`src/rtl/krx_pkg.sv`:
```
// ----------------------------------------------------------------------------
// krx_pkg
// Types and codes shared by the key range intersect block.
// ----------------------------------------------------------------------------
package krx_pkg;

    localparam int KEY_W = 32;

    localparam logic [KEY_W-1:0] KEY_MAX = {KEY_W{1'b1}};

    typedef enum logic [1:0] {
        KIND_START = 2'd0,
        KIND_LEAF  = 2'd1,
        KIND_OR    = 2'd2
    } t_kind;

    typedef enum logic [2:0] {
        OP_EQ  = 3'd0,
        OP_NEQ = 3'd1,
        OP_GT  = 3'd2,
        OP_LT  = 3'd3,
        OP_GE  = 3'd4,
        OP_LE  = 3'd5
    } t_op;

    typedef struct packed {
        logic [1:0]       kind;
        logic             on_key_column;
        logic [2:0]       compare_op;
        logic [KEY_W-1:0] operand_value;
    } t_item;

    typedef struct packed {
        logic             narrowed;
        logic             point;
        logic [KEY_W-1:0] pin_key;
        logic [KEY_W-1:0] lower;
        logic [KEY_W-1:0] upper;
        logic             empty;
    } t_result;

endpackage

```
`src/rtl/krx_ifs.sv`:
```
// ----------------------------------------------------------------------------
// krx_ifs
// Request channels of the key range block: predicate items in, ranges out.
// ----------------------------------------------------------------------------
interface krx_item_if import krx_pkg::*; ();
    logic             valid;
    logic             ready;
    logic [1:0]       kind;
    logic             on_key_column;
    logic [2:0]       compare_op;
    logic [KEY_W-1:0] operand_value;

    modport source (output valid, kind, on_key_column, compare_op, operand_value,
                    input ready);
    modport sink   (input valid, kind, on_key_column, compare_op, operand_value,
                    output ready);
endinterface

interface krx_result_if import krx_pkg::*; ();
    logic             valid;
    logic             ready;
    logic             out_narrowed;
    logic             out_point;
    logic [KEY_W-1:0] out_pin_key;
    logic [KEY_W-1:0] out_lower;
    logic [KEY_W-1:0] out_upper;
    logic             out_empty;

    modport source (output valid, out_narrowed, out_point, out_pin_key, out_lower,
                    out_upper, out_empty, input ready);
    modport sink   (input valid, out_narrowed, out_point, out_pin_key, out_lower,
                    out_upper, out_empty, output ready);
endinterface

```
`src/rtl/krx_in_reg.sv`:
```
// ----------------------------------------------------------------------------
// krx_in_reg
// Input register: holds one accepted predicate item until the core takes it.
// ----------------------------------------------------------------------------
module krx_in_reg import krx_pkg::*; (
    input  logic  i_clk,
    input  logic  i_rst_n,
    input  logic  i_valid,
    output logic  o_ready,
    input  t_item i_item,
    output logic  o_valid,
    input  logic  i_ready,
    output t_item o_item
);

    logic  r_valid;
    logic  n_valid;
    t_item r_item;
    logic  w_load;

    assign o_ready = !r_valid || i_ready;
    assign w_load  = i_valid && o_ready;

    always_comb begin
        n_valid = r_valid;
        if (w_load) begin
            n_valid = 1'b1;
        end else if (i_ready) begin
            n_valid = 1'b0;
        end
    end

    always_ff @(posedge i_clk) begin
        if (!i_rst_n) begin
            r_valid <= 1'b0;
        end else begin
            r_valid <= n_valid;
        end
    end

    always_ff @(posedge i_clk) begin
        if (w_load) begin
            r_item <= i_item;
        end
    end

    assign o_valid = r_valid;
    assign o_item  = r_item;

endmodule

```
`src/rtl/krx_core.sv`:
```
// ----------------------------------------------------------------------------
// krx_core
// Range state and its combinational next-state update for one predicate item.
// ----------------------------------------------------------------------------
module krx_core import krx_pkg::*; (
    input  logic    i_clk,
    input  logic    i_rst_n,
    input  logic    i_fire,
    input  t_item   i_item,
    output t_result o_result
);

    logic             r_narrowed;
    logic             r_point;
    logic [KEY_W-1:0] r_pin_key;
    logic [KEY_W-1:0] r_lower;
    logic [KEY_W-1:0] r_upper;
    logic             r_empty;

    logic             n_narrowed;
    logic             n_point;
    logic [KEY_W-1:0] n_pin_key;
    logic [KEY_W-1:0] n_lower;
    logic [KEY_W-1:0] n_upper;
    logic             n_empty;

    logic [KEY_W-1:0] w_v;
    logic [KEY_W-1:0] w_v_inc;
    logic [KEY_W-1:0] w_v_dec;

    assign w_v     = i_item.operand_value;
    assign w_v_inc = w_v + KEY_W'(1);
    assign w_v_dec = w_v - KEY_W'(1);

    always_comb begin
        n_narrowed = r_narrowed;
        n_point    = r_point;
        n_pin_key  = r_pin_key;
        n_lower    = r_lower;
        n_upper    = r_upper;
        n_empty    = r_empty;
        case (i_item.kind)
            KIND_START: begin
                n_narrowed = 1'b0;
                n_point    = 1'b0;
                n_pin_key  = '0;
                n_lower    = '0;
                n_upper    = KEY_MAX;
                n_empty    = 1'b0;
            end
            KIND_LEAF: begin
                if (!r_empty && i_item.on_key_column) begin
                    n_narrowed = 1'b1;
                    case (i_item.compare_op)
                        OP_EQ: begin
                            if ((r_point && (r_pin_key != w_v)) ||
                                (w_v < r_lower) || (w_v > r_upper)) begin
                                n_empty = 1'b1;
                            end
                            n_point   = 1'b1;
                            n_pin_key = w_v;
                            n_lower   = w_v;
                            n_upper   = w_v;
                        end
                        OP_GE: begin
                            if (w_v > r_lower) begin
                                n_lower = w_v;
                            end
                        end
                        OP_GT: begin
                            if (w_v == KEY_MAX) begin
                                n_empty = 1'b1;
                            end else if (w_v_inc > r_lower) begin
                                n_lower = w_v_inc;
                            end
                        end
                        OP_LE: begin
                            if (w_v < r_upper) begin
                                n_upper = w_v;
                            end
                        end
                        OP_LT: begin
                            if (w_v == '0) begin
                                n_empty = 1'b1;
                            end else if (w_v_dec < r_upper) begin
                                n_upper = w_v_dec;
                            end
                        end
                        default: begin
                            // not-equal and spare codes only mark the range narrowed
                        end
                    endcase
                    if (n_lower > n_upper) begin
                        n_empty = 1'b1;
                    end
                end
            end
            KIND_OR: begin
                if (!r_empty) begin
                    n_narrowed = 1'b0;
                    n_point    = 1'b0;
                end
            end
            default: begin
            end
        endcase
    end

    always_ff @(posedge i_clk) begin
        if (!i_rst_n) begin
            r_narrowed <= 1'b0;
            r_point    <= 1'b0;
            r_pin_key  <= '0;
            r_lower    <= '0;
            r_upper    <= KEY_MAX;
            r_empty    <= 1'b0;
        end else if (i_fire) begin
            r_narrowed <= n_narrowed;
            r_point    <= n_point;
            r_pin_key  <= n_pin_key;
            r_lower    <= n_lower;
            r_upper    <= n_upper;
            r_empty    <= n_empty;
        end
    end

    always_comb begin
        o_result.narrowed = n_narrowed;
        o_result.point    = n_point;
        o_result.pin_key  = n_pin_key;
        o_result.lower    = n_lower;
        o_result.upper    = n_upper;
        o_result.empty    = n_empty;
    end

endmodule

```
`src/rtl/krx_out_reg.sv`:
```
// ----------------------------------------------------------------------------
// krx_out_reg
// Result register: holds the range of the last item until the receiver takes it.
// ----------------------------------------------------------------------------
module krx_out_reg import krx_pkg::*; (
    input  logic    i_clk,
    input  logic    i_rst_n,
    input  logic    i_up_valid,
    output logic    o_up_ready,
    input  t_result i_result,
    output logic    o_valid,
    input  logic    i_ready,
    output t_result o_result
);

    logic    r_valid;
    logic    n_valid;
    t_result r_result;
    logic    w_load;

    assign o_up_ready = !r_valid || i_ready;
    assign w_load     = i_up_valid && o_up_ready;

    always_comb begin
        n_valid = r_valid;
        if (w_load) begin
            n_valid = 1'b1;
        end else if (i_ready) begin
            n_valid = 1'b0;
        end
    end

    always_ff @(posedge i_clk) begin
        if (!i_rst_n) begin
            r_valid <= 1'b0;
        end else begin
            r_valid <= n_valid;
        end
    end

    always_ff @(posedge i_clk) begin
        if (w_load) begin
            r_result <= i_result;
        end
    end

    assign o_valid  = r_valid;
    assign o_result = r_result;

endmodule

```
`src/rtl/key_range_intersect_top.sv`:
```
// ----------------------------------------------------------------------------
// key_range_intersect_top
// Usage:
//   i_item carries predicate requests (start, comparison leaf, OR node);
//   o_result returns one range request per item: narrowed and point flags,
//   pinned key, inclusive lower and upper bounds and the empty flag.
//   Both channels move a request when valid and ready are high together.
// Path: an accepted request is held in the input register, and its range
//   is then loaded into the result register and shown on o_result.
// Throughput: one request per cycle while o_result is not held; the range
//   update is compares, an increment and a decrement between the registers.
// Reset: i_rst_n low at a clock edge empties both registers and restores
//   the range to [0, all ones] with every flag clear, as a start request does.
// Stall: while o_result is held, the result register and the input register
//   each keep one request; i_item.ready drops once both are full.
// ----------------------------------------------------------------------------
module key_range_intersect_top import krx_pkg::*; (
    input  logic          i_clk,
    input  logic          i_rst_n,
    krx_item_if.sink      i_item,
    krx_result_if.source  o_result
);

    t_item   w_in_item;
    t_item   w_core_item;
    t_result w_core_result;
    t_result w_out_result;
    logic    w_mid_valid;
    logic    w_mid_ready;
    logic    w_fire;

    assign w_in_item.kind          = i_item.kind;
    assign w_in_item.on_key_column = i_item.on_key_column;
    assign w_in_item.compare_op    = i_item.compare_op;
    assign w_in_item.operand_value = i_item.operand_value;

    krx_in_reg u_in_reg (
        .i_clk   (i_clk),
        .i_rst_n (i_rst_n),
        .i_valid (i_item.valid),
        .o_ready (i_item.ready),
        .i_item  (w_in_item),
        .o_valid (w_mid_valid),
        .i_ready (w_mid_ready),
        .o_item  (w_core_item)
    );

    assign w_fire = w_mid_valid && w_mid_ready;

    krx_core u_core (
        .i_clk    (i_clk),
        .i_rst_n  (i_rst_n),
        .i_fire   (w_fire),
        .i_item   (w_core_item),
        .o_result (w_core_result)
    );

    krx_out_reg u_out_reg (
        .i_clk      (i_clk),
        .i_rst_n    (i_rst_n),
        .i_up_valid (w_mid_valid),
        .o_up_ready (w_mid_ready),
        .i_result   (w_core_result),
        .o_valid    (o_result.valid),
        .i_ready    (o_result.ready),
        .o_result   (w_out_result)
    );

    assign o_result.out_narrowed = w_out_result.narrowed;
    assign o_result.out_point    = w_out_result.point;
    assign o_result.out_pin_key  = w_out_result.pin_key;
    assign o_result.out_lower    = w_out_result.lower;
    assign o_result.out_upper    = w_out_result.upper;
    assign o_result.out_empty    = w_out_result.empty;

endmodule

```
`src/flat_wrapper.sv`:
```
// flat-port wrapper written by rule: the top's interface ports become plain ports
module key_range_intersect_top_flat import krx_pkg::*;
  (i_clk, i_rst_n, i_item_valid, i_item_kind, i_item_on_key_column, i_item_compare_op, i_item_operand_value, i_item_ready, o_result_valid, o_result_out_narrowed, o_result_out_point, o_result_out_pin_key, o_result_out_lower, o_result_out_upper, o_result_out_empty, o_result_ready);
  krx_item_if i_item_i ();
  krx_result_if o_result_i ();
  input  logic i_clk;
  input  logic i_rst_n;
  input wire logic [$bits(i_item_i.valid)-1:0] i_item_valid;
  input wire logic [$bits(i_item_i.kind)-1:0] i_item_kind;
  input wire logic [$bits(i_item_i.on_key_column)-1:0] i_item_on_key_column;
  input wire logic [$bits(i_item_i.compare_op)-1:0] i_item_compare_op;
  input wire logic [$bits(i_item_i.operand_value)-1:0] i_item_operand_value;
  output wire logic [$bits(i_item_i.ready)-1:0] i_item_ready;
  output wire logic [$bits(o_result_i.valid)-1:0] o_result_valid;
  output wire logic [$bits(o_result_i.out_narrowed)-1:0] o_result_out_narrowed;
  output wire logic [$bits(o_result_i.out_point)-1:0] o_result_out_point;
  output wire logic [$bits(o_result_i.out_pin_key)-1:0] o_result_out_pin_key;
  output wire logic [$bits(o_result_i.out_lower)-1:0] o_result_out_lower;
  output wire logic [$bits(o_result_i.out_upper)-1:0] o_result_out_upper;
  output wire logic [$bits(o_result_i.out_empty)-1:0] o_result_out_empty;
  input wire logic [$bits(o_result_i.ready)-1:0] o_result_ready;
  assign i_item_i.valid = i_item_valid;
  assign i_item_i.kind = i_item_kind;
  assign i_item_i.on_key_column = i_item_on_key_column;
  assign i_item_i.compare_op = i_item_compare_op;
  assign i_item_i.operand_value = i_item_operand_value;
  assign i_item_ready = i_item_i.ready;
  assign o_result_valid = o_result_i.valid;
  assign o_result_out_narrowed = o_result_i.out_narrowed;
  assign o_result_out_point = o_result_i.out_point;
  assign o_result_out_pin_key = o_result_i.out_pin_key;
  assign o_result_out_lower = o_result_i.out_lower;
  assign o_result_out_upper = o_result_i.out_upper;
  assign o_result_out_empty = o_result_i.out_empty;
  assign o_result_i.ready = o_result_ready;
  key_range_intersect_top u_core (.i_clk(i_clk), .i_rst_n(i_rst_n), .i_item(i_item_i), .o_result(o_result_i));
endmodule
```
`config.mk`:
```
export PLATFORM = sky130hd
export DESIGN_NAME = key_range_intersect_top_flat
export DESIGN_NICKNAME = d
export VERILOG_FILES = /design/src/rtl/krx_pkg.sv /design/src/rtl/krx_ifs.sv /design/src/rtl/krx_in_reg.sv /design/src/rtl/krx_core.sv /design/src/rtl/krx_out_reg.sv /design/src/rtl/key_range_intersect_top.sv /design/src/flat_wrapper.sv
export SDC_FILE = /design/constraint.sdc
export NUM_CORES = 1
export LEC_CHECK = 0
export ABC_AREA = 1
export BUFFER_PORTS_ARGS = -buffer_cell sky130_fd_sc_hd__buf_2
export CORE_MARGIN = 2
export CORE_UTILIZATION = 35
export DETAILED_ROUTE_END_ITERATION = 8
export GPL_TIMING_DRIVEN = 0
export PLACE_DENSITY = 0.49
export SLEW_MARGIN = 20
export SYNTH_ARGS = -nofsm -noshare
export SYNTH_HDL_FRONTEND = slang
export SYNTH_SLANG_ARGS = --single-unit
```
`constraint.sdc`:
```
create_clock -name i_clk -period 5.4 [get_ports i_clk]
set_input_delay 0.54 -clock i_clk [delete_from_list [all_inputs] [get_ports i_clk]]
set_output_delay 0.54 -clock i_clk [all_outputs]
set_load 0.005 [all_outputs]
```
==> impl_metrics.tcl <==
set metrics [dict create \
    status "complete, no violations" \
    synth_area_leader_cell "edfxtp_1" \
    worstPathArrival_ns 5.63 \
    postCtsHoldBufs 0 \
    synthFlopType "edfxtp_1" \
    critPathKind "reg2reg" \
    power_density_nw_per_um2 229 \
    syn2layout_area_growth_pct 28.0 \
    crit_family "simple AND/OR/NAND/NOR gates" \
    path_max_fanout 10 \
    syn_area_um2 20500 \
    n_antenna_cell 0 \
    cp_slowest_cell "edfxtp_1" \
    worstSkewPairLatency_ns 0.58 \
    syn_inst 3110 \
    clkSinkCount 238 \
    dieHeight_um 246 \
    dp_slack_ns -2.16 \
    synth-edff-count 137 \
    p_leak_nw 12.8 \
    antenna_left 0 \
    io-pin-count 143 \
    cp_common_cell "nand2_4" \
    dr.pass1.iters 7 \
    clk_pin_slew_ns 0.06 \
    synth-seq-cells 238 \
    ir_drop_mv 0.247 \
    die_w_um 246 \
    yosysSeqAreaShare_pct 29.9 \
    initialDrtViolationCount 1928 \
    fillerInstances 5957 \
    synthArstFlopShare_pct 0 \
    cap_violations 0 \
    vias_per_cell 5.38 \
    synth_area_leaders "edfxtp_1 20%, nand2_1 18%, ha_1 9.9%" \
    clock_skew_ns 0.00986 \
    cts_made_buffers 27 \
    core-area_um2 57800 \
    cp-end-kind "register" \
    drt_drc_violations_left 0 \
    synth_warnings 0 \
    startpoint_type "register" \
    overflow 0 \
    drt-total-wl_um 100000 \
    worst_ep_required_time_ns 5.74 \
    setup_viol 0 \
    rows 88 \
    hold_violations 0 \
    grt_pass1_vias 21000 \
    grt_max_degree 54 \
    max_slew.worst_pin.slew_ns 1.26 \
    timing.fmax_mhz 189 \
    grtUsageTotal_pct 32.1 \
    die_area_um2 60600 \
    drv_slew 0 \
    clockBufferDepth 3 \
    grt_pass1_wl_um 141000 \
    worst-path-buf-inv 8 \
    grt_setup_unrepaired "true" \
    place.gp.congestion 0.987 \
    max_slew_margin_pct 15.6 \
    p_total_mw 6.01 \
    dpl_cell_area_um2 22300 \
    cts_root_buf "clkbuf_16" \
    hp-class "in2reg" \
    start_util_pct 35.5 \
    final_area_um2 26300 \
    setup_ws_ns 0.103 \
    cts_max_level 1 \
    fin_crit_sh_pct 98.1 \
    antenna_found_initial 1 \
    synth_fp_nets 3315 \
    cts_tree "built" \
    vias 22700 \
    nNetsFinal 3641 \
    hpwl_um 78600 \
    final_cell_mix "863 x nand2_1, 425 x inv_1, 257 x a21oi_1" \
    slowest_delay_ns 0.38 \
    fin_crit_ns 5.30 \
    synth_area_per_cell_um2 6.60 \
    routedWlPerCell_um 23.7 \
    port_buffers 142 \
    yosysUniqueCellTypes 55 \
    synth_top_area_share_pct 20.0 \
    layout-drive-gt1-share_pct 21.7 \
    final_common_cell "nand2_1" \
]
## area by class of cell
type                       instances  area (um^2)  area share (%)
multi-input combinational       2256        13100            50.0
sequential                       238         6140            23.4
timing repair buffer             298         2120            8.08
inverter                         463         1820            6.94
buffer                           152         1210            4.61
tap                              765          957            3.64
clock buffer                      34          712            2.71
clock inverter                    15          160           0.610
## per-layer routing
layer | global-route usage [%] | wire length, um | part of all wire [%]
met5 | 0 | 0 | 0
met4 | 10.7 | 3710 | 3.7
met3 | 4.92 | 7890 | 7.9
met2 | 49.5 | 43300 | 43
met1 | 45.4 | 45200 | 45
## cells in the mapped netlist (5+ instances only)
cell type	count
a21boi_0	6
a21oi_1	264
buf_1	6
buf_2	31
buf_4	9
buf_6	9
clkbuf_1	59
clkbuf_8	28
clkinv_1	6
dfxtp_1	101
edfxtp_1	137
ha_1	163
inv_1	445
inv_2	10
nand2_1	957
nand2_2	6
nand3_1	310
nand4_1	64
nor2_1	245
nor2_2	7
nor3_1	22
nor4_1	5
o211ai_1	8
o21a_1	9
o21ai_0	72
o21ai_1	13
o22ai_1	33
xnor2_1	7
xor2_1	37
## cells by family (layout without fill, tap and decap cells)
| logic type | after synthesis | after routing | share of synthesized area, % |
|---|---|---|---|
| fa+ha+maj | 163 | 163 | 9.94 |
| buf+inv | 616 | 962 | 13.8 |
| simple gates | 1635 | 1635 | 33.8 |
| flops | 238 | 238 | 29.9 |
| xor+xnor | 44 | 44 | 1.88 |
| compound gates | 414 | 414 | 10.7 |
## stage by stage
step,cells,hold slack [ns],setup TNS (ns),utilization [%]
final,4221,0.134,0,45.4
after global routing,4221,0.120,-0.0763,45.4
after CTS,4172,0.110,0,43.0
after detailed placement,4020,0.485,-4.52,38.5
after global placement,4017,0.475,-83.49,38.4
after floorplan,3110,0.458,0,-
## final timing paths
check / start / to / slack [ns] / cells past startpoint
worst max-delay path: u_core.u_in_reg.o_item[1]$_DFFE_PP_ / u_core.u_out_reg.o_result[0]$_DFFE_PP_ / 0.10 / 34
worst min-delay path: i_item_operand_value[8] / u_core.u_in_reg.o_item[8]$_DFFE_PP_ / 0.13 / 1
worst max register to register: u_core.u_in_reg.o_item[1]$_DFFE_PP_ / u_core.u_out_reg.o_result[0]$_DFFE_PP_ / 0.10 / 34
worst min register to register: u_core.u_core.r_upper[31]$_SDFFE_PN1P_ / u_core.u_core.r_upper[31]$_SDFFE_PN1P_ / 0.50 / 2
## sequential cells by signal, indices dropped and copies added, names as in the netlist
name / count
u_core.u_core.r_empty: 1
u_core.u_core.r_lower: 32
u_core.u_core.r_narrowed: 1
u_core.u_core.r_pin_key: 32
u_core.u_core.r_point: 1
u_core.u_core.r_upper: 32
u_core.u_in_reg.o_item: 38
u_core.u_in_reg.o_valid: 1
u_core.u_out_reg.o_result: 99
u_core.u_out_reg.o_valid: 1
## where the power goes
group          total [mW]  internal [mW]  switching, mW
logic                2.03          0.690           1.34
clock network        1.86           1.07          0.790
registers            2.12           2.04         0.0745
## repair_timing
item	CTS	global route
hold endpoints to repair	0	0
buffers inserted	104	46
resized for setup	234	213
pin swaps	59	105
endpoints found under the setup margin	10	2
cloned	0	3
(Power assumes the default switching activity.)
